<file path="config.mk">
export PLATFORM = sky130hd
export DESIGN_NAME = fptm_walk_flat
export DESIGN_NICKNAME = d
export VERILOG_FILES = /design/src/rtl/fptm_pkg.sv /design/src/rtl/fptm_if.sv /design/src/rtl/fptm_walk.sv /design/src/flat_wrapper.sv
export SDC_FILE = /design/constraint.sdc
export NUM_CORES = 1
export LEC_CHECK = 0
export ABC_AREA = 1
export BUFFER_PORTS_ARGS = -buffer_cell sky130_fd_sc_hd__buf_2
export CORE_MARGIN = 5
export CORE_UTILIZATION = 30
export CTS_CLUSTER_SIZE = 24
export DETAILED_ROUTE_END_ITERATION = 10
export SYNTH_ARGS = -nofsm -noshare
export SYNTH_HDL_FRONTEND = slang
export SYNTH_SLANG_ARGS = --single-unit
</file>
<file path="constraint.sdc">
create_clock -name clock -period 5.55 [get_ports clock]
set_input_delay 0.555 -clock clock [delete_from_list [all_inputs] [get_ports clock]]
set_output_delay 0.555 -clock clock [all_outputs]
set_load 0.1 [all_outputs]
</file>
<file path="src/rtl/fptm_pkg.sv">
`timescale 1ns / 1ps
// Shared widths, codes and state encoding for the page table mapper.
// No dependencies; every other file imports this package.
package fptm_pkg;

   localparam int VA_W              = 48;
   localparam int PA_W              = 52;
   localparam int FLAG_W            = 12;
   localparam int PAGE_SHIFT        = 12;
   localparam int IDX_W             = 9;
   localparam int FIELD_W           = PA_W - PAGE_SHIFT;   // address bits 51..12
   localparam int VPN_W             = VA_W - PAGE_SHIFT;   // address bits 47..12
   localparam int ENTRY_W           = FIELD_W + FLAG_W;    // address field above the flag bits
   localparam int ENTRIES_PER_TABLE = 512;
   localparam int LEVELS            = 4;
   localparam int LVL_W             = 2;
   localparam int LEVEL_OUT_W       = 3;
   localparam int STATUS_W          = 2;
   localparam int CSR_IDX_W         = 1;

   localparam logic [CSR_IDX_W-1:0] CSR_ROOT_BASE = 1'b0;
   localparam logic [CSR_IDX_W-1:0] CSR_POOL_BASE = 1'b1;

   localparam logic [PA_W-1:0] ROOT_BASE_RESET = 52'd4096;
   localparam logic [PA_W-1:0] POOL_BASE_RESET = 52'd2097152;

   typedef enum logic {
      ACT_MAP    = 1'b0,
      ACT_LOOKUP = 1'b1
   } action_type;

   typedef enum logic [STATUS_W-1:0] {
      STATUS_OK       = 2'd0,
      STATUS_NO_TABLE = 2'd1,
      STATUS_OUTSIDE  = 2'd2
   } status_type;

   typedef enum logic [2:0] {
      ST_CLEAR,
      ST_IDLE,
      ST_READ,
      ST_EVAL,
      ST_LEAF
   } walk_state_type;

endpackage

</file>
<file path="src/rtl/fptm_if.sv">
`timescale 1ns / 1ps
// Valid/ready channel interfaces for request, response and register writes.
// Depends on fptm_pkg for field widths.
interface fptm_req_if import fptm_pkg::*; ();
   logic                valid;
   logic                ready;
   logic                action;
   logic [VA_W-1:0]     virt_address;
   logic [FLAG_W-1:0]   entry_flags_in;

   modport source(output valid, action, virt_address, entry_flags_in, input ready);
   modport sink(input valid, action, virt_address, entry_flags_in, output ready);
endinterface

interface fptm_rsp_if import fptm_pkg::*; ();
   logic                   valid;
   logic                   ready;
   logic [LEVEL_OUT_W-1:0] level;
   logic [IDX_W-1:0]       table_index;
   logic                   entry_present;
   logic [PA_W-1:0]        entry_address;
   logic [FLAG_W-1:0]      entry_flags_out;
   logic [STATUS_W-1:0]    status;
   logic                   last;

   modport source(output valid, level, table_index, entry_present, entry_address,
                  entry_flags_out, status, last, input ready);
   modport sink(input valid, level, table_index, entry_present, entry_address,
                entry_flags_out, status, last, output ready);
endinterface


</file>
<file path="src/rtl/fptm_walk.sv">
`timescale 1ns / 1ps
// Walk sequencer: store clear after reset, per-level read/evaluate, table
// allocation, leaf write and the response register. Depends on fptm_pkg, fptm_if.
module fptm_walk import fptm_pkg::*; #(
   parameter int POOL_TABLES = 15,
   localparam int TW = $clog2(POOL_TABLES + 1),
   localparam int AW = TW + IDX_W
) (
   input  logic               clock,
   input  logic               reset,
   input  logic [PA_W-1:0]    root_base,
   input  logic [PA_W-1:0]    pool_base,
   fptm_req_if.sink           req_chan,
   fptm_rsp_if.source         rsp_chan,
   output logic               mem_wr_en,
   output logic [AW-1:0]      mem_wr_addr,
   output logic [ENTRY_W-1:0] mem_wr_data,
   output logic [AW-1:0]      mem_rd_addr,
   input  logic [ENTRY_W-1:0] mem_rd_data
);

   localparam int DEPTH = (POOL_TABLES + 1) * ENTRIES_PER_TABLE;
   localparam logic [AW-1:0] CLR_LAST = AW'(DEPTH - 1);

   typedef struct packed {
      logic [LEVEL_OUT_W-1:0] level;
      logic [IDX_W-1:0]       table_index;
      logic                   entry_present;
      logic [PA_W-1:0]        entry_address;
      logic [FLAG_W-1:0]      entry_flags_out;
      status_type             status;
      logic                   last;
   } rsp_item_type;

   walk_state_type      state_ff, state_in;
   logic [AW-1:0]       clr_ff, clr_in;
   logic [TW-1:0]       nft_ff, nft_in;
   logic [FIELD_W-1:0]  alloc_ff, alloc_in;
   action_type          action_ff, action_in;
   logic [VPN_W-1:0]    va_ff, va_in;
   logic [FLAG_W-1:0]   flags_ff, flags_in;
   logic [TW-1:0]       table_ff, table_in;
   logic [LVL_W-1:0]    lvl_ff, lvl_in;
   logic                rsp_valid_ff, rsp_valid_in;
   rsp_item_type        rsp_item_ff, rsp_item_in;

   logic [FIELD_W-1:0]  root_field, pool_field, ent_field, diff, leaf_field;
   logic [FLAG_W-1:0]   ent_flags;
   logic [IDX_W-1:0]    cur_idx;
   logic [TW-1:0]       res_table, alloc_table;
   logic                present, eq_root, in_pool, hit, pool_empty, last_level;
   logic                out_free, need_out, finish, alloc_now, stall, emit;
   status_type          eval_status;
   rsp_item_type        item;

   assign root_field = root_base[PA_W-1:PAGE_SHIFT];
   assign pool_field = pool_base[PA_W-1:PAGE_SHIFT];
   assign ent_field  = mem_rd_data[ENTRY_W-1:FLAG_W];
   assign ent_flags  = mem_rd_data[FLAG_W-1:0];
   assign cur_idx    = va_ff[IDX_W*lvl_ff +: IDX_W];
   assign leaf_field = FIELD_W'(va_ff);

   // entry address -> table number: root first, then the pool window
   assign present     = |ent_field;
   assign eq_root     = ent_field == root_field;
   assign diff        = ent_field - pool_field;
   assign in_pool     = diff < FIELD_W'(POOL_TABLES);
   assign hit         = eq_root || in_pool;
   assign res_table   = eq_root ? '0 : diff[TW-1:0] + TW'(1);
   assign alloc_table = (alloc_ff == root_field) ? '0 : nft_ff + TW'(1);
   assign pool_empty  = nft_ff == TW'(POOL_TABLES);
   assign last_level  = lvl_ff == '0;
   assign out_free    = !rsp_valid_ff || rsp_chan.ready;

   assign mem_rd_addr = {table_ff, cur_idx};
   assign mem_wr_addr = (state_ff == ST_CLEAR) ? clr_ff : mem_rd_addr;

   // per-level decision on the entry just read
   always_comb begin
      need_out    = 1'b0;
      finish      = 1'b0;
      alloc_now   = 1'b0;
      eval_status = STATUS_OK;
      unique case (action_ff)
         ACT_LOOKUP: begin
            need_out = 1'b1;
            if (!present || last_level) begin
               finish = 1'b1;
            end else if (!hit) begin
               finish      = 1'b1;
               eval_status = STATUS_OUTSIDE;
            end
         end
         ACT_MAP: begin
            if (!present) begin
               if (pool_empty) begin
                  need_out    = 1'b1;
                  finish      = 1'b1;
                  eval_status = STATUS_NO_TABLE;
               end else begin
                  alloc_now = 1'b1;
               end
            end else if (!hit) begin
               need_out    = 1'b1;
               finish      = 1'b1;
               eval_status = STATUS_OUTSIDE;
            end
         end
         default: begin
            finish = 1'b1;
         end
      endcase
      stall = need_out && !out_free;
   end

   // next state
   always_comb begin
      state_in = state_ff;
      unique case (state_ff)
         ST_CLEAR: begin
            if (clr_ff == CLR_LAST) state_in = ST_IDLE;
         end
         ST_IDLE: begin
            if (req_chan.valid) state_in = ST_READ;
         end
         ST_READ: begin
            state_in = ST_EVAL;
         end
         ST_EVAL: begin
            if (!stall) begin
               if (finish) begin
                  state_in = ST_IDLE;
               end else if (action_ff == ACT_MAP && lvl_ff == LVL_W'(1)) begin
                  state_in = ST_LEAF;
               end else begin
                  state_in = ST_READ;
               end
            end
         end
         ST_LEAF: begin
            if (out_free) state_in = ST_IDLE;
         end
         default: begin
            state_in = ST_IDLE;
         end
      endcase
   end

   // datapath and store writes
   always_comb begin
      clr_in      = clr_ff;
      nft_in      = nft_ff;
      alloc_in    = pool_field + FIELD_W'(nft_ff);
      action_in   = action_ff;
      va_in       = va_ff;
      flags_in    = flags_ff;
      table_in    = table_ff;
      lvl_in      = lvl_ff;
      mem_wr_en   = 1'b0;
      mem_wr_data = '0;
      emit        = 1'b0;

      item.level           = LEVEL_OUT_W'(lvl_ff) + LEVEL_OUT_W'(1);
      item.table_index     = cur_idx;
      item.entry_present   = present;
      item.entry_address   = {ent_field, {PAGE_SHIFT{1'b0}}};
      item.entry_flags_out = ent_flags;
      item.status          = eval_status;
      item.last            = finish;

      unique case (state_ff)
         ST_CLEAR: begin
            mem_wr_en = 1'b1;
            clr_in    = clr_ff + AW'(1);
         end
         ST_IDLE: begin
            if (req_chan.valid) begin
               action_in = action_type'(req_chan.action);
               va_in     = req_chan.virt_address[VA_W-1:PAGE_SHIFT];
               flags_in  = req_chan.entry_flags_in;
               table_in  = '0;
               lvl_in    = LVL_W'(LEVELS - 1);
            end
         end
         ST_READ: begin
         end
         ST_EVAL: begin
            if (!stall) begin
               emit = need_out;
               if (alloc_now) begin
                  mem_wr_en   = 1'b1;
                  mem_wr_data = {alloc_ff, flags_ff};
                  nft_in      = nft_ff + TW'(1);
               end
               if (!finish) begin
                  table_in = alloc_now ? alloc_table : res_table;
                  lvl_in   = lvl_ff - LVL_W'(1);
               end
            end
         end
         ST_LEAF: begin
            item.entry_present   = |va_ff;
            item.entry_address   = {leaf_field, {PAGE_SHIFT{1'b0}}};
            item.entry_flags_out = flags_ff;
            item.status          = STATUS_OK;
            item.last            = 1'b1;
            if (out_free) begin
               emit        = 1'b1;
               mem_wr_en   = 1'b1;
               mem_wr_data = {leaf_field, flags_ff};
            end
         end
         default: begin
         end
      endcase

      rsp_item_in  = emit ? item : rsp_item_ff;
      rsp_valid_in = emit || (rsp_valid_ff && !rsp_chan.ready);
   end

   always_ff @(posedge clock) begin
      if (reset) begin
         state_ff     <= ST_CLEAR;
         clr_ff       <= '0;
         nft_ff       <= '0;
         rsp_valid_ff <= 1'b0;
      end else begin
         state_ff     <= state_in;
         clr_ff       <= clr_in;
         nft_ff       <= nft_in;
         rsp_valid_ff <= rsp_valid_in;
      end
   end

   always_ff @(posedge clock) begin
      alloc_ff    <= alloc_in;
      action_ff   <= action_in;
      va_ff       <= va_in;
      flags_ff    <= flags_in;
      table_ff    <= table_in;
      lvl_ff      <= lvl_in;
      rsp_item_ff <= rsp_item_in;
   end

   assign req_chan.ready           = state_ff == ST_IDLE;
   assign rsp_chan.valid           = rsp_valid_ff;
   assign rsp_chan.level           = rsp_item_ff.level;
   assign rsp_chan.table_index     = rsp_item_ff.table_index;
   assign rsp_chan.entry_present   = rsp_item_ff.entry_present;
   assign rsp_chan.entry_address   = rsp_item_ff.entry_address;
   assign rsp_chan.entry_flags_out = rsp_item_ff.entry_flags_out;
   assign rsp_chan.status          = rsp_item_ff.status;
   assign rsp_chan.last            = rsp_item_ff.last;

endmodule

</file>
<file path="src/flat_wrapper.sv">
// flat-port wrapper written by rule: the top's interface ports become plain ports
module fptm_walk_flat import fptm_pkg::*;
#(
   parameter int POOL_TABLES = 15,
   localparam int TW = $clog2(POOL_TABLES + 1),
   localparam int AW = TW + IDX_W
)
  (clock, reset, root_base, pool_base, mem_wr_en, mem_wr_addr, mem_wr_data, mem_rd_addr, mem_rd_data, req_chan_valid, req_chan_action, req_chan_virt_address, req_chan_entry_flags_in, req_chan_ready, rsp_chan_valid, rsp_chan_level, rsp_chan_table_index, rsp_chan_entry_present, rsp_chan_entry_address, rsp_chan_entry_flags_out, rsp_chan_status, rsp_chan_last, rsp_chan_ready);
  fptm_req_if req_chan_i ();
  fptm_rsp_if rsp_chan_i ();
  input  logic clock;
  input  logic reset;
  input  logic [PA_W-1:0] root_base;
  input  logic [PA_W-1:0] pool_base;
  output logic mem_wr_en;
  output logic [AW-1:0] mem_wr_addr;
  output logic [ENTRY_W-1:0] mem_wr_data;
  output logic [AW-1:0] mem_rd_addr;
  input  logic [ENTRY_W-1:0] mem_rd_data;
  input wire logic [$bits(req_chan_i.valid)-1:0] req_chan_valid;
  input wire logic [$bits(req_chan_i.action)-1:0] req_chan_action;
  input wire logic [$bits(req_chan_i.virt_address)-1:0] req_chan_virt_address;
  input wire logic [$bits(req_chan_i.entry_flags_in)-1:0] req_chan_entry_flags_in;
  output wire logic [$bits(req_chan_i.ready)-1:0] req_chan_ready;
  output wire logic [$bits(rsp_chan_i.valid)-1:0] rsp_chan_valid;
  output wire logic [$bits(rsp_chan_i.level)-1:0] rsp_chan_level;
  output wire logic [$bits(rsp_chan_i.table_index)-1:0] rsp_chan_table_index;
  output wire logic [$bits(rsp_chan_i.entry_present)-1:0] rsp_chan_entry_present;
  output wire logic [$bits(rsp_chan_i.entry_address)-1:0] rsp_chan_entry_address;
  output wire logic [$bits(rsp_chan_i.entry_flags_out)-1:0] rsp_chan_entry_flags_out;
  output wire logic [$bits(rsp_chan_i.status)-1:0] rsp_chan_status;
  output wire logic [$bits(rsp_chan_i.last)-1:0] rsp_chan_last;
  input wire logic [$bits(rsp_chan_i.ready)-1:0] rsp_chan_ready;
  assign req_chan_i.valid = req_chan_valid;
  assign req_chan_i.action = req_chan_action;
  assign req_chan_i.virt_address = req_chan_virt_address;
  assign req_chan_i.entry_flags_in = req_chan_entry_flags_in;
  assign req_chan_ready = req_chan_i.ready;
  assign rsp_chan_valid = rsp_chan_i.valid;
  assign rsp_chan_level = rsp_chan_i.level;
  assign rsp_chan_table_index = rsp_chan_i.table_index;
  assign rsp_chan_entry_present = rsp_chan_i.entry_present;
  assign rsp_chan_entry_address = rsp_chan_i.entry_address;
  assign rsp_chan_entry_flags_out = rsp_chan_i.entry_flags_out;
  assign rsp_chan_status = rsp_chan_i.status;
  assign rsp_chan_last = rsp_chan_i.last;
  assign rsp_chan_i.ready = rsp_chan_ready;
  fptm_walk #(.POOL_TABLES(POOL_TABLES)) u_core (.clock(clock), .reset(reset), .root_base(root_base), .pool_base(pool_base), .req_chan(req_chan_i), .rsp_chan(rsp_chan_i), .mem_wr_en(mem_wr_en), .mem_wr_addr(mem_wr_addr), .mem_wr_data(mem_wr_data), .mem_rd_addr(mem_rd_addr), .mem_rd_data(mem_rd_data));
endmodule
</file>
# Word level (Yosys, flattened, before mapping)
# Cells that the tools add are included.
# W data, S select, Z words.
totals:
  ff_bits: 196
  inputBits: 221
  output_inout_bits: 161
  word_cells: 108
classes:
  addsub: 7
  mul: 1
  n_lt_le_gt_ge: 1
  n_eq_ne: 14
  shifts: 1
  n_mux: 44
  bitwise_logic: 2
  n_reduce_logical: 20
op_table:
  columns: ["cell", "count"]
  rows:
  - ["$mux W52", 2]
  - ["$pmux W52 S2", 1]
  - ["$eq A40 B40 Y1", 2]
  - ["$mux W68", 1]
  - ["$mux W48", 1]
  - ["$add A40 B4 Y40", 1]
  - ["$lt A40 B4 Y1 const B", 1]
  - ["$reduce_or A40 Y1", 1]
  - ["$sub A40 B40 Y40", 1]
  - ["$reduce_or A36 Y1", 1]
  - ["$shiftx A36 B7 Y9", 1]
  - ["$mux W4", 6]
  - ["$mux W3", 6]
  - ["$pmux W3 S5", 1]
  - ["$add A13 B1 Y13 const B", 1]
  - ["$eq A13 B13 Y1 const B", 1]
  - ["$mux W13", 1]
  - ["$mux W1", 12]
  - ["$mux W2", 6]
  - ["$add A4 B1 Y4 const B", 2]
  - ["$ne A2 B2 Y1 const B", 4]
  - ["$pmux W2 S2", 2]
  - ["$pmux W4 S2", 1]
  - ["$reduce_and A4 Y1", 2]
  - ["other kinds (20)", 32]

# Depth between registers and ports, before layout
# Gate-level depths: netlist (run 1).
logic_depth:
  depth_word: 10
  depth_mapped: 27
  depth_no_buf: 27

# Worst setup path after synthesis (run 1)
# Ideal clock, no wire load.
synth_path:
  path_kind: "input to register"
  startpoint: "input req_chan_valid"
  endpoint: "register u_core.action_ff, enable pin"
  setup_time_ns: 0.516
  arrival_ns: 3.944
  t_required_ns: 5.034
  setup_slack_ns: 1.090
  stages: 2
  n_path_buf: 0
  path_cell_list: "inv_1 nor3_1"
synth_between:
  elab_chain_len: 1
synth_rtl:
  columns: ["element", "line", "rtl"]
  rows:
  - ["start, declared", "flat_wrapper.sv:20", "input wire logic [$bits(req_chan_i.valid)-1:0] req_chan_valid;"]
  - ["$reduce_and A2 Y1 (no source line)", null, null]
  - ["end signal, assigned", "fptm_walk.sv:237", "action_ff <= action_in;"]
  - ["end, declared", "fptm_walk.sv:39", "action_type action_ff, action_in;"]
# Every way passes these cells.
# A chain may end at the register's enable or synchronous reset.

# Final worst setup path (run 1)
layout_path:
  startpoint: "input mem_rd_data[47]"
  endpoint: "output mem_wr_data[21]"
layout_between:
  elab_chain_len: 9
  word_cells_on_any_way: 14
layout_rtl:
  columns: ["element", "line", "rtl"]
  rows:
  - ["start, declared", "flat_wrapper.sv:19", "input logic [ENTRY_W-1:0] mem_rd_data;"]
  - ["$sub A40 B40 Y40", "fptm_walk.sv:66", "assign diff = ent_field - pool_field;"]
  - ["$lt A40 B4 Y1", "fptm_walk.sv:67", "assign in_pool = diff < FIELD_W'(POOL_TABLES);"]
  - ["$logic_or A1 B1 Y1", "fptm_walk.sv:68", "assign hit = eq_root || in_pool;"]
  - ["$mux W1", "fptm_walk.sv:103", "end else if (!hit) begin"]
  - ["$mux W1", "fptm_walk.sv:95", "if (!present) begin"]
  - ["$pmux W1 S2", "fptm_walk.sv:84", "unique case (action_ff)"]
  - ["$logic_and A1 B1 Y1", "fptm_walk.sv:113", "stall = need_out && !out_free;"]
  - ["$mux W52 (*)", "fptm_walk.sv:188", "if (!stall) begin"]
  - ["$pmux W52 S2 (*)", "fptm_walk.sv:171", "unique case (state_ff)"]
  - ["end, declared", "flat_wrapper.sv:17", "output logic [ENTRY_W-1:0] mem_wr_data;"]
# Every way passes the cells marked *; elsewhere a longest branch is shown, timed or not.

==> Flow_metrics.wiki, run 1 <==
{| class="wikitable"
! Metric !! Value
|-
| Non-filler cells in the finished layout || 2,622
|-
| CTS HTree Levels || 4
|-
| Starting density of the core || 30.4%
|-
| Most used flip-flop cell after synthesis || edfxtp_1
|-
| Clock network fraction of total power || 28.3%
|-
| Kind of launch point of the worst setup path || primary input
|-
| Total wirelength of the detailed-routed design || 56,800 um
|-
| IR Drop Worst-Case VDD || 0.317 mV
|-
| Result of the run || complete, no violations
|-
| Achievable clock frequency || 230 MHz
|-
| Count of routing violations after the opening detailed-route iteration || 1,010
|-
| Slew margin rel. || 44.8%
|-
| Final min period || between 4 and 5 ns
|-
| Internal power || 2.59 mW
|-
| Total of hold buffers inserted after clock tree synthesis || 0
|-
| Nets || around 2.3k
|-
| Maximum number of pins on one net before global-route repair || 62
|-
| Type of destination of the critical path || output pin
|-
| Fraction of layout instances using a drive strength above 1 || 19.5%
|-
| Post-CTS Setup Repair Bufs || 0
|-
| Pins over their slew limit || 0
|-
| Number of ports placed on the die boundary || between 300 and 400
|-
| Post-placement cell count || roughly 2.6k
|-
| Post-CTS clock slew at the launch and capture registers of the worst setup and hold paths || 0.08 ns
|-
| Post-synthesis area per instance || 7.30 um^2
|-
| Warning count from the yosys run || 0
|-
| Synthesized instance count || 1,745
|-
| Power, Total || 4.49 mW
|-
| Average wire per standard cell || 21.7 um
|-
| Area grow syn2layout || 22.0%
|-
| Sequence of cells on the critical path || buf_2, nor4_1, nand4_1, nor2_1, inv_1, nor2_1, inv_1, nor2_4, buf_4, nand2_1, o21ai_0, buf_2
|-
| PostCTS Resize Cnt || 0
|-
| Routed vias || 13.1k
|-
| Total of endpoints with negative setup slack in the final report || 0
|-
| Area contributors post-synth || edfxtp_1, nand2_1, dfxtp_1
|-
| First-pass GRT wire length || around 80,000 um
|-
| Setup repair after global routing missed its margin || no
|-
| Data required, critical path || 4.99 ns
|-
| Share of the yosys chip area belonging to registers || 38.6%
|-
| CTS tree || yes
|-
| Residual antenna-violating net count after detailed routing || 0
|-
| Area leader, netlist || edfxtp_1
|-
| Commonest cells in the netlist || nand2_1, inv_1, nor2_1
|-
| Part of the total power dissipated in sequential elements || 36.7%
|-
| Pre-antenna DRT Iters || 5
|-
| Fraction of synthesized cell area taken by the top area cell type || 29.0%
|-
| TritonCTS buffer count || 17
|-
| CORE AREA || 0.0419 mm^2
|-
| Worst hold slack || approximately 0.27 ns
|-
| I/O Buffers || 333
|-
| Worst min-delay path class || primary input to register
|-
| Most frequent cell after synthesis || nand2_1
|-
| Switching fraction of total power || 42.3%
|-
| Ratio of routed vias to standard cells || approximately 5
|-
| Max FO, Critical Path || 35
|-
| Number of global-route vias before repair || 12.9k
|-
| Critical path type || primary input to output pin
|-
| Total die area || 0.0467 mm^2
|-
| Buffer depth of the longest clock path || 2
|-
| Initial antenna violation count || 10
|-
| Cell at the root of the clock tree || clkbuf_16
|-
| Total clock sinks || 184
|-
| Count of final hold-check violations || 0
|-
| Die boundary height || 216 um
|-
| Worst-skew pair later-pin latency || ~0.45 ns
|-
| Reported leakage power || 7.42 nW
|-
| Yosys cell types || 41
|-
| Post-DP HPWL || 48,400 um
|-
| Final period utilization || around 80%
|-
| Arrival time of data at the critical path endpoint || 3.79 ns
|-
| Sw Pwr || 1.90 mW
|-
| Placer's final routability congestion estimate || 0.962
|-
| Pin slew with the least headroom to its limit || 0.820 ns
|-
| GRT Residual Overflow || 0
|-
| Overall Global Routing Usage || 23.4%
|-
| Residual DRC count || 0
|-
| Worst clock skew || 0.0160 ns
|-
| Maxcap violations || 0
|-
| Master of the slowest instance on the critical path || nor4_1
|-
| Number of flip-flops and latches in the synthesized netlist || 184
|-
| Number of flops mapped to enable cells by yosys || 123
|-
| Pwr per Cell Area || 289 mW/mm^2
|-
| Proportion of power drawn by combinational gates || 35.0%
|-
| Area of the mapped netlist || 0.0127 mm^2
|-
| CP peak stage delay || ~0.70 ns
|-
| Fraction of synthesis flops using an asynchronous set or reset pin || 0%
|-
| Aggregate negative setup slack || 0 ns
|-
| Std cell rows || 75
|-
| Horizontal extent of the die || 216 um
|}
logic make-up after synthesis:
kind of cell	after synthesis	synth area share [%]
other cells	1	0.0294
buf+inv	322	10.1
simple gates	864	29.3
fa+ha+maj	51	5.13
compound gates	200	8.45
xor+xnor	123	8.45
flops	184	38.6
cells in the final DEF, fill, tap and decap left out, types with 6 or more instances in the layout:
cell | synthesis | layout
xnor2_1 | 82 | 82
nand2_1 | 492 | 491
ha_1 | 49 | 49
xor2_1 | 41 | 41
a21oi_1 | 61 | 61
clkbuf_16 | 0 | 17
conb_1 | 1 | 12
edfxtp_1 | 123 | 123
dfxtp_1 | 61 | 61
nand2_2 | 6 | 6
buf_4 | 21 | 7
nor3_1 | 27 | 26
o21ai_0 | 104 | 104
nor2_1 | 163 | 161
inv_1 | 267 | 267
nor4_1 | 36 | 36
o22ai_1 | 11 | 11
nand4_1 | 41 | 41
buf_2 | 1 | 333
nand3_1 | 75 | 75
worst max-delay path: cells and delay by family:
| kind | cells | cell delay, ns |
|---|---|---|
| AND/OR/NAND/NOR | 6 | 1.63 |
| buffers and inverters | 5 | 1.37 |
| AO/OA/AOI/OAI | 1 | 0.22 |
power groups by stage:
| stage | sequential, mW | clock [mW] | combinational (mW) |
|---|---|---|---|
| floorplan | 1.83 | 0 | 0.993 |
| global placement | 1.68 | 0 | 1.55 |
| detailed placement | 1.68 | 0 | 1.56 |
| CTS | 1.65 | 1.30 | 1.57 |
| global route | 1.66 | 1.36 | 1.68 |
| finish | 1.65 | 1.27 | 1.57 |
final cells by class:
type,count,area [um^2]
diodes,4,10.0
fillers,4491,26400
flip-flops and latches,184,4910
clock buffers,17,425
well taps,539,674
clock inverters,15,180
inverters,273,1020
repair buffers,340,1720
multi-input cells,1250,6600
routing by layer:
metal	share of wire, %	vias up	track usage [%]
met5	0.074	-	0
met3	9.0	88	6.68
li1	-	6279	-
met2	44	608	37.1
met4	3.6	8	7.82
met1	43	6111	30.9
path summary, 6_finish.rpt:
path	slack, ns	cells past startpoint	from	endpoint
worst min register to register	0.49	2	u_core.clr_ff[0]	u_core.clr_ff[0]
worst max-delay path	1.21	12	mem_rd_data[47]	mem_wr_data[21]
worst min-delay path	0.27	1	req_chan_virt_address[23]	u_core.va_ff[11]
worst max register to register	1.99	15	u_core.nft_ff[2]	u_core.alloc_ff[33]
flip-flops by register name, summed over array words and instances, names as in the netlist:
signal,flops
u_core.rsp_chan.entry_address,40
u_core.va_ff,36
u_core.table_ff,4
u_core.rsp_chan.valid,1
u_core.nft_ff,4
u_core.rsp_chan.entry_flags_out,12
u_core.rsp_chan.last,1
u_core.rsp_chan.entry_present,1
u_core.alloc_ff,40
u_core.rsp_chan.level,3
u_core.action_ff,1
u_core.lvl_ff,2
u_core.rsp_chan.table_index,9
u_core.flags_ff,12
u_core.rsp_chan.status,2
u_core.state_ff,3
u_core.clr_ff,13
metrics by stage:
stage	cell area (um^2)	worst slack (ns)	utilization [%]
final	15600	1.21	37.1
after global routing	15500	0.964	37.1
after CTS	15500	1.31	37.1
after detailed placement	14900	1.16	35.6
after global placement	14900	1.24	35.6
after floorplan	12800	1.09	-
(Power assumes the default switching activity.)
==> inputs of run 2 (changes only) <==
==> constraint.sdc (replaced) <==
create_clock -name clock -period 4.4 [get_ports clock]
set_input_delay 0.44 -clock clock [delete_from_list [all_inputs] [get_ports clock]]
set_output_delay 0.44 -clock clock [all_outputs]
set_load 0.1 [all_outputs]
==> Flow_metrics.wiki, run 2 (synthesis gave the netlist of run 1 again) <==
{| class="wikitable"
! Metric !! Value
|-
| Result of the run || complete, no violations
|-
| Maxcap violations || 0 (unchanged)
|-
| Data required, critical path || 3.96 ns (-1.03 ns)
|-
| Total of endpoints with negative setup slack in the final report || 0 (unchanged)
|-
| Master of the slowest instance on the critical path || nor4_1
|-
| CP peak stage delay || 0.79 ns (+0.09 ns)
|-
| Kind of launch point of the worst setup path || primary input
|-
| Pre-antenna DRT Iters || 5 (unchanged)
|-
| Arrival time of data at the critical path endpoint || 3.72 ns (-0.07 ns)
|-
| Slew margin rel. || 40.0% (-4.8 points)
|-
| Setup repair after global routing missed its margin || no
|-
| Post-CTS clock slew at the launch and capture registers of the worst setup and hold paths || 0.08 ns (about the same)
|-
| CORE AREA || 0.0419 mm^2 (unchanged)
|-
| Buffer depth of the longest clock path || 2 (unchanged)
|-
| Residual DRC count || 0 (unchanged)
|-
| Number of filler instances in the final layout || 4,473 (-0.40%)
|-
| Pin slew with the least headroom to its limit || 0.892 ns (+0.0719 ns)
|-
| Pins over their slew limit || 0 (unchanged)
|-
| Worst min-delay path class || primary input to register
|-
| Aggregate negative setup slack || 0 ns (unchanged)
|-
| Maximum number of pins on one net before global-route repair || 49 (-21%)
|-
| Achievable clock frequency || about 240 MHz
|-
| Cell at the root of the clock tree || clkbuf_16
|-
| Average wire per standard cell || 21.4 um (-0.97%)
|-
| Placer's final routability congestion estimate || 0.974 (+1.2%)
|-
| Critical path type || primary input to output pin
|-
| Type of destination of the critical path || output pin
|-
| Worst-case register-to-register setup slack || 0.93 ns (-1.06 ns)
|-
| TritonCTS buffer count || 17 (unchanged)
|-
| Nets || 2,347 (+0.38%)
|-
| Die boundary height || 216 um (unchanged)
|-
| Met3 track demand over resource in global routing || 5.83% (-0.85 points)
|-
| PostCTS Resize Cnt || 0 (unchanged)
|-
| Number of ports placed on the die boundary || 382 (unchanged)
|-
| IR Drop Worst-Case VDD || 0.360 mV (+14%)
|-
| CTS tree || yes
|-
| M1 GR Usage || 30.8% (-0.099 points)
|-
| M2 GR Usage || 36.2% (-0.88 points)
|-
| Final period utilization || 94.5%
|-
| Overall Global Routing Usage || 23.2% (-0.20 points)
|-
| Final min period || 4.16 ns
|-
| Sequence of cells on the critical path || buf_2, nor4_1, buf_4, nand4_1, nor2_1, inv_1, nor2_1, inv_1, nor2_4, inv_1, buf_4, nor2_1, buf_12
|-
| Ratio of routed vias to standard cells || 5.03 (+0.68%)
|-
| Fraction of layout instances using a drive strength above 1 || 19.8% (+0.25 points)
|-
| Horizontal extent of the die || 216 um (unchanged)
|-
| Most common cell after layout, fill and taps aside || nand2_1
|-
| Count of routing violations after the opening detailed-route iteration || 1,111 (+10%)
|-
| Worst clock skew || 0.0101 ns (-0.00597 ns)
|-
| Residual antenna-violating net count after detailed routing || 0 (unchanged)
|-
| Routing layer with the top usage in global route || met2
|-
| Max FO, Critical Path || 10 (-71%)
|-
| Total die area || 0.0467 mm^2 (unchanged)
|-
| Routed vias || 13.2k (+0.91%)
|-
| Initial antenna violation count || 8 (-2)
|-
| Count of final hold-check violations || 0 (unchanged)
|-
| Post-Route Utilization || 38.6% (+1.5 points)
|-
| I/O Buffers || 333 (unchanged)
|-
| Commonest cells after routing, fill and taps aside || nand2_1, buf_2, inv_1, nor2_1, edfxtp_1
|-
| GRT Residual Overflow || 0 (unchanged)
|-
| Area grow syn2layout || 27.1%
|-
| First-pass GRT wire length || 81,100 um (-0.50%)
|-
| Starting density of the core || 30.4% (unchanged)
|-
| Worst-skew pair later-pin latency || 0.45 ns (about the same)
|-
| CTS HTree Levels || 4 (unchanged)
|-
| Total wirelength of the detailed-routed design || 56,400 um (-0.74%)
|-
| Post-DP HPWL || 48,000 um (-0.88%)
|-
| Reported leakage power || 7.56 nW (+1.9%)
|-
| Post-CTS Setup Repair Bufs || 0 (unchanged)
|-
| Std cell rows || 75 (unchanged)
|-
| Number of global-route vias before repair || 13.0k (+1.0%)
|-
| Total clock sinks || 184 (unchanged)
|-
| Total of hold buffers inserted after clock tree synthesis || 0 (unchanged)
|-
| Pwr per Cell Area || 349 mW/mm^2 (+21%)
|}
[run 2: cell types whose count changed in the layout (fill, tap and decap cells not counted), sizes merged]
| cell | previous run | this run |
|---|---|---|
| clkinv | 5 | 8 |
| buf | 340 | 349 |
| bufinv | 2 | 1 |
| clkinvlp | 2 | 1 |
| diode | 4 | 1 |
| inv | 279 | 278 |
[run 2: cell type report]
class / count / area, um^2 / area share, %
multi-input cells: 1250 / 6600 / 40.8
flip-flops and latches: 184 / 4910 / 30.4
repair buffers: 349 / 2380 / 14.7
inverters: 273 / 1020 / 6.33
well taps: 539 / 674 / 4.17
clock buffers: 17 / 425 / 2.63
clock inverters: 15 / 163 / 1.00
diodes: 1 / 2.50 / 0.0155
[run 2: path summary, 6_finish.rpt]
check,depth (start not counted),to,from
max,13,mem_wr_data[48],mem_rd_data[47]
min,1,u_core.flags_ff[3],req_chan_entry_flags_in[3]
max reg2reg,13,u_core.alloc_ff[35],u_core.nft_ff[2]
min reg2reg,2,u_core.clr_ff[0],u_core.clr_ff[0]
[run 2: critical path, delay by kind of cell]
family	cells	cell delay (ns)
buf+inv	7	1.42
simple gates	6	1.83
[run 2: metrics by stage]
stage / power [mW] / hold WS [ns] / cell area (um^2) / setup WS (ns) / instances
after floorplan: 3.55 / 0.452 / 12800 / 0.0551 / 1756
after global placement: 4.10 / 0.473 / 15600 / 0.508 / 2595
after detailed placement: 4.11 / 0.483 / 15600 / 0.484 / 2595
after CTS: 5.66 / 0.135 / 16200 / 0.475 / 2627
after global routing: 5.89 / 0.136 / 16200 / 0.176 / 2627
final: 5.64 / 0.156 / 16200 / 0.243 / 2628
[run 2: metal layers]
layer | wire, um | part of all wire (%) | up-vias
li1 | - | - | 6297
met1 | 24300 | 43 | 6166
met2 | 24500 | 44 | 632
met3 | 4890 | 8.7 | 108
met4 | 2590 | 4.6 | 10
met5 | 54 | 0.096 | -
[run 2: report_power, final]
| part | leakage [nW] | internal, mW | switching, mW |
|---|---|---|---|
| Combinational | 5.67 | 0.451 | 1.55 |
| Clock | 0.286 | 0.805 | 0.755 |
| Sequential | 1.61 | 1.98 | 0.101 |
